==> src/rtl/fors_pkg.sv <==
// fors_pkg: shared types and constants for the first overlapping region search
// holds the region entry layout, command codes and the search state machine type
// no dependencies
package fors_pkg;

   localparam int unsigned ID_W    = 8;
   localparam int unsigned POS_W   = 16;
   localparam int unsigned SIZE_W  = 15;
   localparam int unsigned COUNT_W = 7;
   localparam int unsigned SLOT_W  = 6;

   localparam logic [POS_W-1:0] OVERLAP_MARGIN = 16'd128;

   localparam logic KIND_WRITE = 1'b0;
   localparam logic KIND_QUERY = 1'b1;

   typedef struct packed {
      logic [ID_W-1:0]   id;
      logic [POS_W-1:0]  x;
      logic [POS_W-1:0]  y;
      logic [SIZE_W-1:0] w;
      logic [SIZE_W-1:0] h;
   } region_type;

   typedef enum logic {
      ST_IDLE,
      ST_SCAN
   } state_type;

endpackage

==> src/rtl/fors_overlap.sv <==
// fors_overlap: combinational overlap test between a query box and one table entry
// compares center distances on both axes against the half size sum plus the margin
// depends on fors_pkg
module fors_overlap (
   input  fors_pkg::region_type query,
   input  fors_pkg::region_type entry,
   output logic                 meet
);
   import fors_pkg::*;

   // wrapped center distance, absolute value; -32768 stays negative
   function automatic logic [POS_W-1:0] center_gap(
      input logic [POS_W-1:0]  pa,
      input logic [SIZE_W-1:0] sa,
      input logic [POS_W-1:0]  pb,
      input logic [SIZE_W-1:0] sb
   );
      logic [POS_W-1:0] ca;
      logic [POS_W-1:0] cb;
      logic [POS_W-1:0] d;
      ca = pa + {2'b00, sa[SIZE_W-1:1]};
      cb = pb + {2'b00, sb[SIZE_W-1:1]};
      d  = ca - cb;
      if (d[POS_W-1]) begin
         d = -d;
      end
      return d;
   endfunction

   // true when gap - (margin + half size sum) is negative
   function automatic logic axis_meet(
      input logic [POS_W-1:0]  gap,
      input logic [SIZE_W-1:0] sa,
      input logic [SIZE_W-1:0] sb
   );
      logic [SIZE_W:0]  sum;
      logic [POS_W-1:0] lim;
      logic [POS_W+1:0] diff;
      sum  = {1'b0, sa} + {1'b0, sb};
      lim  = OVERLAP_MARGIN + {1'b0, sum[SIZE_W:1]};
      diff = {{2{gap[POS_W-1]}}, gap} - {2'b00, lim};
      return diff[POS_W+1];
   endfunction

   logic [POS_W-1:0] gap_x;
   logic [POS_W-1:0] gap_y;

   always_comb begin
      gap_x = center_gap(query.x, query.w, entry.x, entry.w);
      gap_y = center_gap(query.y, query.h, entry.y, entry.h);
      meet  = axis_meet(gap_x, query.w, entry.w) & axis_meet(gap_y, query.h, entry.h);
   end

endmodule

==> src/rtl/first_overlapping_region_search.sv <==
// first_overlapping_region_search: region table with a first-overlap box search
// table in one synchronous memory, walked one entry a cycle; uses fors_pkg, fors_overlap
//
//   channel  ports                          transaction at edge
//   req      start/busy + req_* fields      start && !busy
//   rsp      rsp_strobe + rsp_* fields      every cycle rsp_strobe is high
//   csr      csr_valid/csr_ready, csr_wdata csr_valid && csr_ready (ready always high)
//
// a write is done at acceptance; busy stays low
// a query holds busy while entries are read in order from entry zero until the first hit or,
// on a miss, the last searched entry is checked; each table read is registered before its check
// a query with a searched count of zero answers the cycle after it is accepted
// the result is strobed for one cycle and may overlap acceptance of the next transaction
// reset is synchronous and clears control state only; table contents are undefined until written
module first_overlapping_region_search #(
   parameter int unsigned MAX_REGIONS = 64
) (
   input  logic                         clock,
   input  logic                         reset,
   input  logic                         start,
   output logic                         busy,
   input  logic                         req_kind,
   input  logic [fors_pkg::SLOT_W-1:0]  req_entry_index,
   input  logic [fors_pkg::ID_W-1:0]    req_region_id,
   input  logic signed [fors_pkg::POS_W-1:0] req_box_x,
   input  logic signed [fors_pkg::POS_W-1:0] req_box_y,
   input  logic [fors_pkg::SIZE_W-1:0]  req_box_width,
   input  logic [fors_pkg::SIZE_W-1:0]  req_box_height,
   output logic                         rsp_strobe,
   output logic                         rsp_hit,
   output logic [fors_pkg::ID_W-1:0]    rsp_found_id,
   input  logic                         csr_valid,
   output logic                         csr_ready,
   input  logic [fors_pkg::COUNT_W-1:0] csr_wdata
);
   import fors_pkg::*;

   localparam int unsigned IDX_W = (MAX_REGIONS > 1) ? $clog2(MAX_REGIONS) : 1;
   localparam int unsigned CNT_W = $clog2(MAX_REGIONS + 1);

   state_type           state_ff, state_in;
   logic [COUNT_W-1:0]  count_ff;
   logic [CNT_W-1:0]    limit_ff, limit_in;
   logic [CNT_W-1:0]    iss_ff, iss_in;
   logic                chk_vld_ff, chk_vld_in;
   logic                chk_last_ff, chk_last_in;
   logic                rsp_valid_ff, rsp_valid_in;
   logic                rsp_hit_ff, rsp_hit_in;
   logic [ID_W-1:0]     rsp_id_ff, rsp_id_in;
   region_type          query_ff, query_in;
   region_type          rd_data_ff;
   region_type          req_entry;
   region_type          mem_q [MAX_REGIONS];

   logic                accept;
   logic                wr_en;
   logic [IDX_W-1:0]    wr_idx;
   logic                rd_en;
   logic [IDX_W-1:0]    rd_idx;
   logic [CNT_W-1:0]    limit_now;
   logic                meet;

   assign busy       = (state_ff != ST_IDLE);
   assign accept     = start && !busy;
   assign csr_ready  = 1'b1;
   assign rsp_strobe = rsp_valid_ff;
   assign rsp_hit    = rsp_hit_ff;
   assign rsp_found_id = rsp_id_ff;

   assign req_entry = '{id: req_region_id, x: req_box_x, y: req_box_y,
                        w: req_box_width, h: req_box_height};

   // searched count, clipped to the table size
   assign limit_now = (32'(count_ff) > MAX_REGIONS) ? CNT_W'(MAX_REGIONS) : CNT_W'(count_ff);

   assign wr_en  = accept && (req_kind == KIND_WRITE) && (32'(req_entry_index) < MAX_REGIONS);
   assign wr_idx = IDX_W'(req_entry_index);
   assign rd_idx = iss_ff[IDX_W-1:0];

   fors_overlap u_overlap (
      .query (query_ff),
      .entry (rd_data_ff),
      .meet  (meet)
   );

   // next state
   always_comb begin
      state_in = state_ff;
      unique case (state_ff)
         ST_IDLE: begin
            if (accept && (req_kind == KIND_QUERY) && (limit_now != '0)) begin
               state_in = ST_SCAN;
            end
         end
         ST_SCAN: begin
            if (chk_vld_ff && (meet || chk_last_ff)) begin
               state_in = ST_IDLE;
            end
         end
         default: state_in = ST_IDLE;
      endcase
   end

   // datapath and outputs
   always_comb begin
      query_in     = query_ff;
      limit_in     = limit_ff;
      iss_in       = iss_ff;
      chk_vld_in   = 1'b0;
      chk_last_in  = chk_last_ff;
      rd_en        = 1'b0;
      rsp_valid_in = 1'b0;
      rsp_hit_in   = rsp_hit_ff;
      rsp_id_in    = rsp_id_ff;
      unique case (state_ff)
         ST_IDLE: begin
            if (accept && (req_kind == KIND_QUERY)) begin
               query_in = req_entry;
               limit_in = limit_now;
               iss_in   = '0;
               if (limit_now == '0) begin
                  rsp_valid_in = 1'b1;
                  rsp_hit_in   = 1'b0;
                  rsp_id_in    = '0;
               end
            end
         end
         ST_SCAN: begin
            if (chk_vld_ff && meet) begin
               rsp_valid_in = 1'b1;
               rsp_hit_in   = 1'b1;
               rsp_id_in    = rd_data_ff.id;
            end else if (chk_vld_ff && chk_last_ff) begin
               rsp_valid_in = 1'b1;
               rsp_hit_in   = 1'b0;
               rsp_id_in    = '0;
            end else if (iss_ff < limit_ff) begin
               rd_en       = 1'b1;
               chk_vld_in  = 1'b1;
               chk_last_in = (CNT_W'(iss_ff + 1'b1) == limit_ff);
               iss_in      = CNT_W'(iss_ff + 1'b1);
            end
         end
         default: begin
         end
      endcase
   end

   always_ff @(posedge clock) begin
      if (reset) begin
         state_ff     <= ST_IDLE;
         count_ff     <= '0;
         limit_ff     <= '0;
         iss_ff       <= '0;
         chk_vld_ff   <= 1'b0;
         chk_last_ff  <= 1'b0;
         rsp_valid_ff <= 1'b0;
      end else begin
         state_ff     <= state_in;
         limit_ff     <= limit_in;
         iss_ff       <= iss_in;
         chk_vld_ff   <= chk_vld_in;
         chk_last_ff  <= chk_last_in;
         rsp_valid_ff <= rsp_valid_in;
         if (csr_valid && csr_ready) begin
            count_ff <= csr_wdata;
         end
      end
   end

   always_ff @(posedge clock) begin
      query_ff   <= query_in;
      rsp_hit_ff <= rsp_hit_in;
      rsp_id_ff  <= rsp_id_in;
   end

   // region table, one write and one registered read port
   always_ff @(posedge clock) begin
      if (wr_en) begin
         mem_q[wr_idx] <= req_entry;
      end
      if (rd_en) begin
         rd_data_ff <= mem_q[rd_idx];
      end
   end

   a_rsp_source: assert property (@(posedge clock) disable iff (reset)
      rsp_strobe |-> $past(busy || (start && req_kind == KIND_QUERY)))
      else $error("result strobe without a query in progress");

   a_miss_zero: assert property (@(posedge clock) disable iff (reset)
      (rsp_strobe && !rsp_hit) |-> (rsp_found_id == '0))
      else $error("miss result carries a nonzero id");

   a_chk_in_scan: assert property (@(posedge clock) disable iff (reset)
      chk_vld_ff |-> (state_ff == ST_SCAN))
      else $error("table read data checked outside a scan");

   a_iss_bound: assert property (@(posedge clock) disable iff (reset)
      (state_ff == ST_SCAN) |-> (iss_ff <= limit_ff))
      else $error("scan address ran past the searched count");

endmodule

==> config.mk <==
export PLATFORM = sky130hd
export DESIGN_NAME = first_overlapping_region_search
export DESIGN_NICKNAME = d
export VERILOG_FILES = /design/src/rtl/fors_pkg.sv /design/src/rtl/fors_overlap.sv /design/src/rtl/first_overlapping_region_search.sv
export SDC_FILE = /design/constraint.sdc
export NUM_CORES = 2
export LEC_CHECK = 0
export BUFFER_PORTS_ARGS = -buffer_cell sky130_fd_sc_hd__buf_4
export CAP_MARGIN = 20
export CORE_ASPECT_RATIO = 0.75
export CORE_MARGIN = 1.5
export CORE_UTILIZATION = 42
export DETAILED_ROUTE_END_ITERATION = 10
export PLACE_DENSITY_LB_ADDON = 0.25
export SLEW_MARGIN = 10
export SYNTH_ARGS = -nofsm -noshare
export SYNTH_HDL_FRONTEND = slang
export SYNTH_MEMORY_MAX_BITS = 65536
export SYNTH_SLANG_ARGS = --single-unit
==> constraint.sdc <==
create_clock -name clock -period 8.3 [get_ports clock]
set_input_delay 0.415 -clock clock [delete_from_list [all_inputs] [get_ports clock]]
set_output_delay 0.415 -clock clock [all_outputs]
set_load 0.02 [all_outputs]
==> reports/qor_table.md <==
| Metric | Value | Unit |
|---|---|---|
| Post-synthesis async set-or-reset flop share | 0 | % |
| Via density | 6.23 | - |
| Ys Warns | 0 | - |
| Global Route Usage Sum | 23.6 | % |
| Sinks on the clock net | 4646 | - |
| Least-Margin Pin Slew | 1.20 | ns |
| Synthesized net count | 7730 | - |
| First-pass GRT wire length | 712 | mm |
| Worst Clk Skew | 0.111 | ns |
| Core outline area | 429000 | sq um |
| Vias in the first global route | 85734 | - |
| Pin count of the biggest net entering global routing | 155 | - |
| Fraction of layout cells with a size suffix above 1 | 29.9 | % |
| Global placer's final weighted congestion | 0.866 | - |
| Top FF cell, synth | edfxtp_1 | - |
| Synthesized instance count | 7480 | - |
| Std cell rows | 208 | - |
| Final Max Tran Viols | 0 | - |
| Maximum net fanout on the critical path | 11 | - |
| Clock-pin transition on the worst setup and hold timing paths | 0.07 | ns |
| Clock latency of the later-clocked register in the worst-skew pair | 1.03 | ns |
| Hold Vio Cnt, Final | 0 | - |
| Drt first pass iters | 8 | - |
| Overall die area | 435000 | sq um |
| Max_slew headroom | 19.9 | % |
| Number of DRC markers in iteration 0 | 12682 | - |
| Run status | finished clean | - |
| Max-cap check violation count | 0 | - |
| Final Power | 47.7 | mW |
| Unrepaired setup endpoints after global routing | false | - |
| Total CTS buffers | 432 | - |
| Most common cell after layout, fill and taps aside | edfxtp_1 | - |
| Detail Route met2 WL | 237 | mm |
| Largest voltage drop on the vdd net | 0.176 | mV |
| Longest Clk Path Bufs | 4 | - |
| Power per Cell Area | 233 | nW/um^2 |
| WL per Instance | 37.0 | um |
| Layout net count | 8216 | - |
| Hold Buf Count CTS | 94 | - |
| Port-buffer cells | 98 | - |
| Initial Util | 42.2 | % |
| Total negative slack for setup checks | 0 | ns |
| H-tree depth | 5 | - |
| Combined area of all synthesized cells | 181000 | sq um |
| Area growth from synthesis to final layout | 13.3 | % |
| Number of cells upsized or downsized after cts | 0 | - |
| Total congestion overflow after global routing | 0 | - |
| Number of different library cells in the post-synthesis netlist | 87 | - |
| Static Leak | 61.6 | nW |
| DRT met1 WL | 218 | mm |
| Post CTS Setup Buffer Count | 0 | - |
| Sum of met3 wire segment lengths after detailed routing | 49.2 | mm |
| Final setup violating endpoints | 0 | - |
| Routed via count | 87259 | - |
| Number of flops mapped to enable cells by yosys | 4621 | - |
| DR DRC count | 0 | - |
| Period utilization | 87.7 | % |
| Crit. End Element | flop | - |
| Area fraction of the dominant cell type after synthesis | 76.6 | % |
| Synth Register Bits | 4646 | - |
| Synthesized area per cell | 24.2 | sq um |
| Top sig layer | met5 | - |
| Worst setup SP type | flop | - |
| Leading cell types in the layout, fill and taps excluded | edfxtp_1 (4621), mux4_2 (1470), clkbuf_16 (438) | - |
| Final routed wirelength across all metal layers | 518 | mm |
| Root buffer cell | clkbuf_16 | - |
| Arrival time at the worst endpoint | 7.98 | ns |
| Die width | 761 | um |
| Number of I/O pins | 100 | - |
| Height of the chip | 572 | um |
| Clock tree from TritonCTS | done | - |
| Final min period | 7.28 | ns |
| Top achievable clock speed | 137 | MHz |
| Antenna violations before repair | 55 | - |
| Antenna Violating Nets Remaining | 0 | - |
| Class of the tightest hold or removal check | input pin to flop | - |
| Cell type with the highest aggregate area in the netlist | edfxtp_1 | - |
| Critical Path RT | 9.01 | ns |
| Part of the Yosys area used for sequential elements | 76.9 | % |
| Setup Crit Path Kind | flop to flop | - |
| Ranking of synthesized cells by area | edfxtp_1 (77%), mux4_2 (18%), ha_1 (0.72%), fa_1 (0.64%), clkbuf_1 (0.53%) | - |
| Hpwl dp | 275 | mm |
-- report_power, final --
group | leakage (nW) | internal [mW] | switching, mW
logic | 13.0 | 0.723 | 1.27
clock network | 6.82 | 11.0 | 8.84
registers | 41.8 | 25.9 | 0.0324
total | 61.6 | 37.6 | 10.1
-- layer usage --
| metal | track usage (%) | vias up |
|---|---|---|
| met5 | 0 | - |
| met4 | 5.91 | 20 |
| met3 | 4.28 | 710 |
| met2 | 36.1 | 4675 |
| met1 | 35.3 | 48604 |
| li1 | - | 33250 |
-- through the flow --
step           std cells  setup slack [ns]  util, %  hold slack, ns  cell area [sq um]
2_1_floorplan       7480              1.04        -           0.457             181000
3_3_place_gp       13103              1.09     44.4           0.486             190000
3_5_place_dp       13107              1.20     44.4           0.477             190000
4_1_cts            13996              1.15     47.8           0.212             205000
5_1_grt            13999             0.783     47.9           0.275             205000
6_report           14016              1.02     47.9           0.301             205000
-- cell usage after synthesis, drive strengths merged, types with 11 or more instances --
master	count
a211oi	16
nand3	28
o21a	11
a21o	32
nand2b	12
buf	97
a21oi	63
dfxtp	25
inv	150
xnor2	49
ha	104
nor2	138
mux4	1470
xor2	40
clkbuf	255
nor3	20
nor2b	14
a31oi	16
o21ai	28
edfxtp	4621
and2	20
nor3b	11
fa	58
nand2	51
-- final timing paths --
| path | endpoint | start | depth (start not counted) | slack, ns |
|---|---|---|---|---|
| worst min-delay path | chk_last_ff | reset | 3 | 0.30 |
| worst min register to register | limit_ff[6] | limit_ff[6] | 2 | 0.49 |
| worst max-delay path | rsp_hit | query_ff[22] | 23 | 1.02 |
| worst max register to register | rsp_hit | query_ff[22] | 23 | 1.02 |
-- cells by family (layout without fill, tap and decap cells) --
group / Yosys count / after routing / synth area share, %
adder cells (fa/ha/maj): 162 / 162 / 1.36
other: 1 / 20 / 0.00207
multiplexers: 1481 / 1481 / 18.3
flip-flops: 4646 / 4646 / 76.9
AND/OR/NAND/NOR: 354 / 354 / 0.989
buffers and inverters: 502 / 1349 / 1.05
AO/OA/AOI/OAI: 245 / 245 / 0.973
XOR/XNOR: 89 / 89 / 0.430
-- cell type report --
cell class | count | area, sq um
Tap cell | 5670 | 7090
Timing Repair Buffer | 404 | 3810
Inverter | 150 | 566
Antenna cell | 19 | 47.5
Clock inverter | 261 | 2580
Sequential cell | 4646 | 139000
Multi-Input combinational cell | 2332 | 40500
Fill cell | 34178 | 224000
Clock buffer | 534 | 11400
-- state kept, by name, indices dropped and copies added, names as in the netlist --
name and cells:
busy 1, chk_last_ff 1, chk_vld_ff 1, count_ff 7, iss_ff 7, limit_ff 7, mem_q 4480, query_ff 62
rd_data_ff 70, rsp_found_id 8, rsp_hit 1, rsp_strobe 1
-- critical path, cell delays in order, from the launching register on --
cell	delay [ns]
edfxtp_1	0.37
inv_1	0.08
fa_1	0.50
fa_1	0.50
inv_1	0.06
ha_1	0.36
a21oi_1	0.44
o311ai_2	0.32
a21oi_1	0.30
nor2_1	0.11
nor3_2	0.67
buf_4	0.27
nor2_1	0.06
xor2_1	0.15
ha_1	0.30
a21o_1	0.19
a21o_1	0.17
a221oi_1	0.58
o21ai_0	0.18
a31oi_1	0.30
nor3_1	0.12
nor2_1	0.42
o211ai_1	0.18
nand2_1	0.32
No activity file was read; power rests on OpenSTA's default activity.
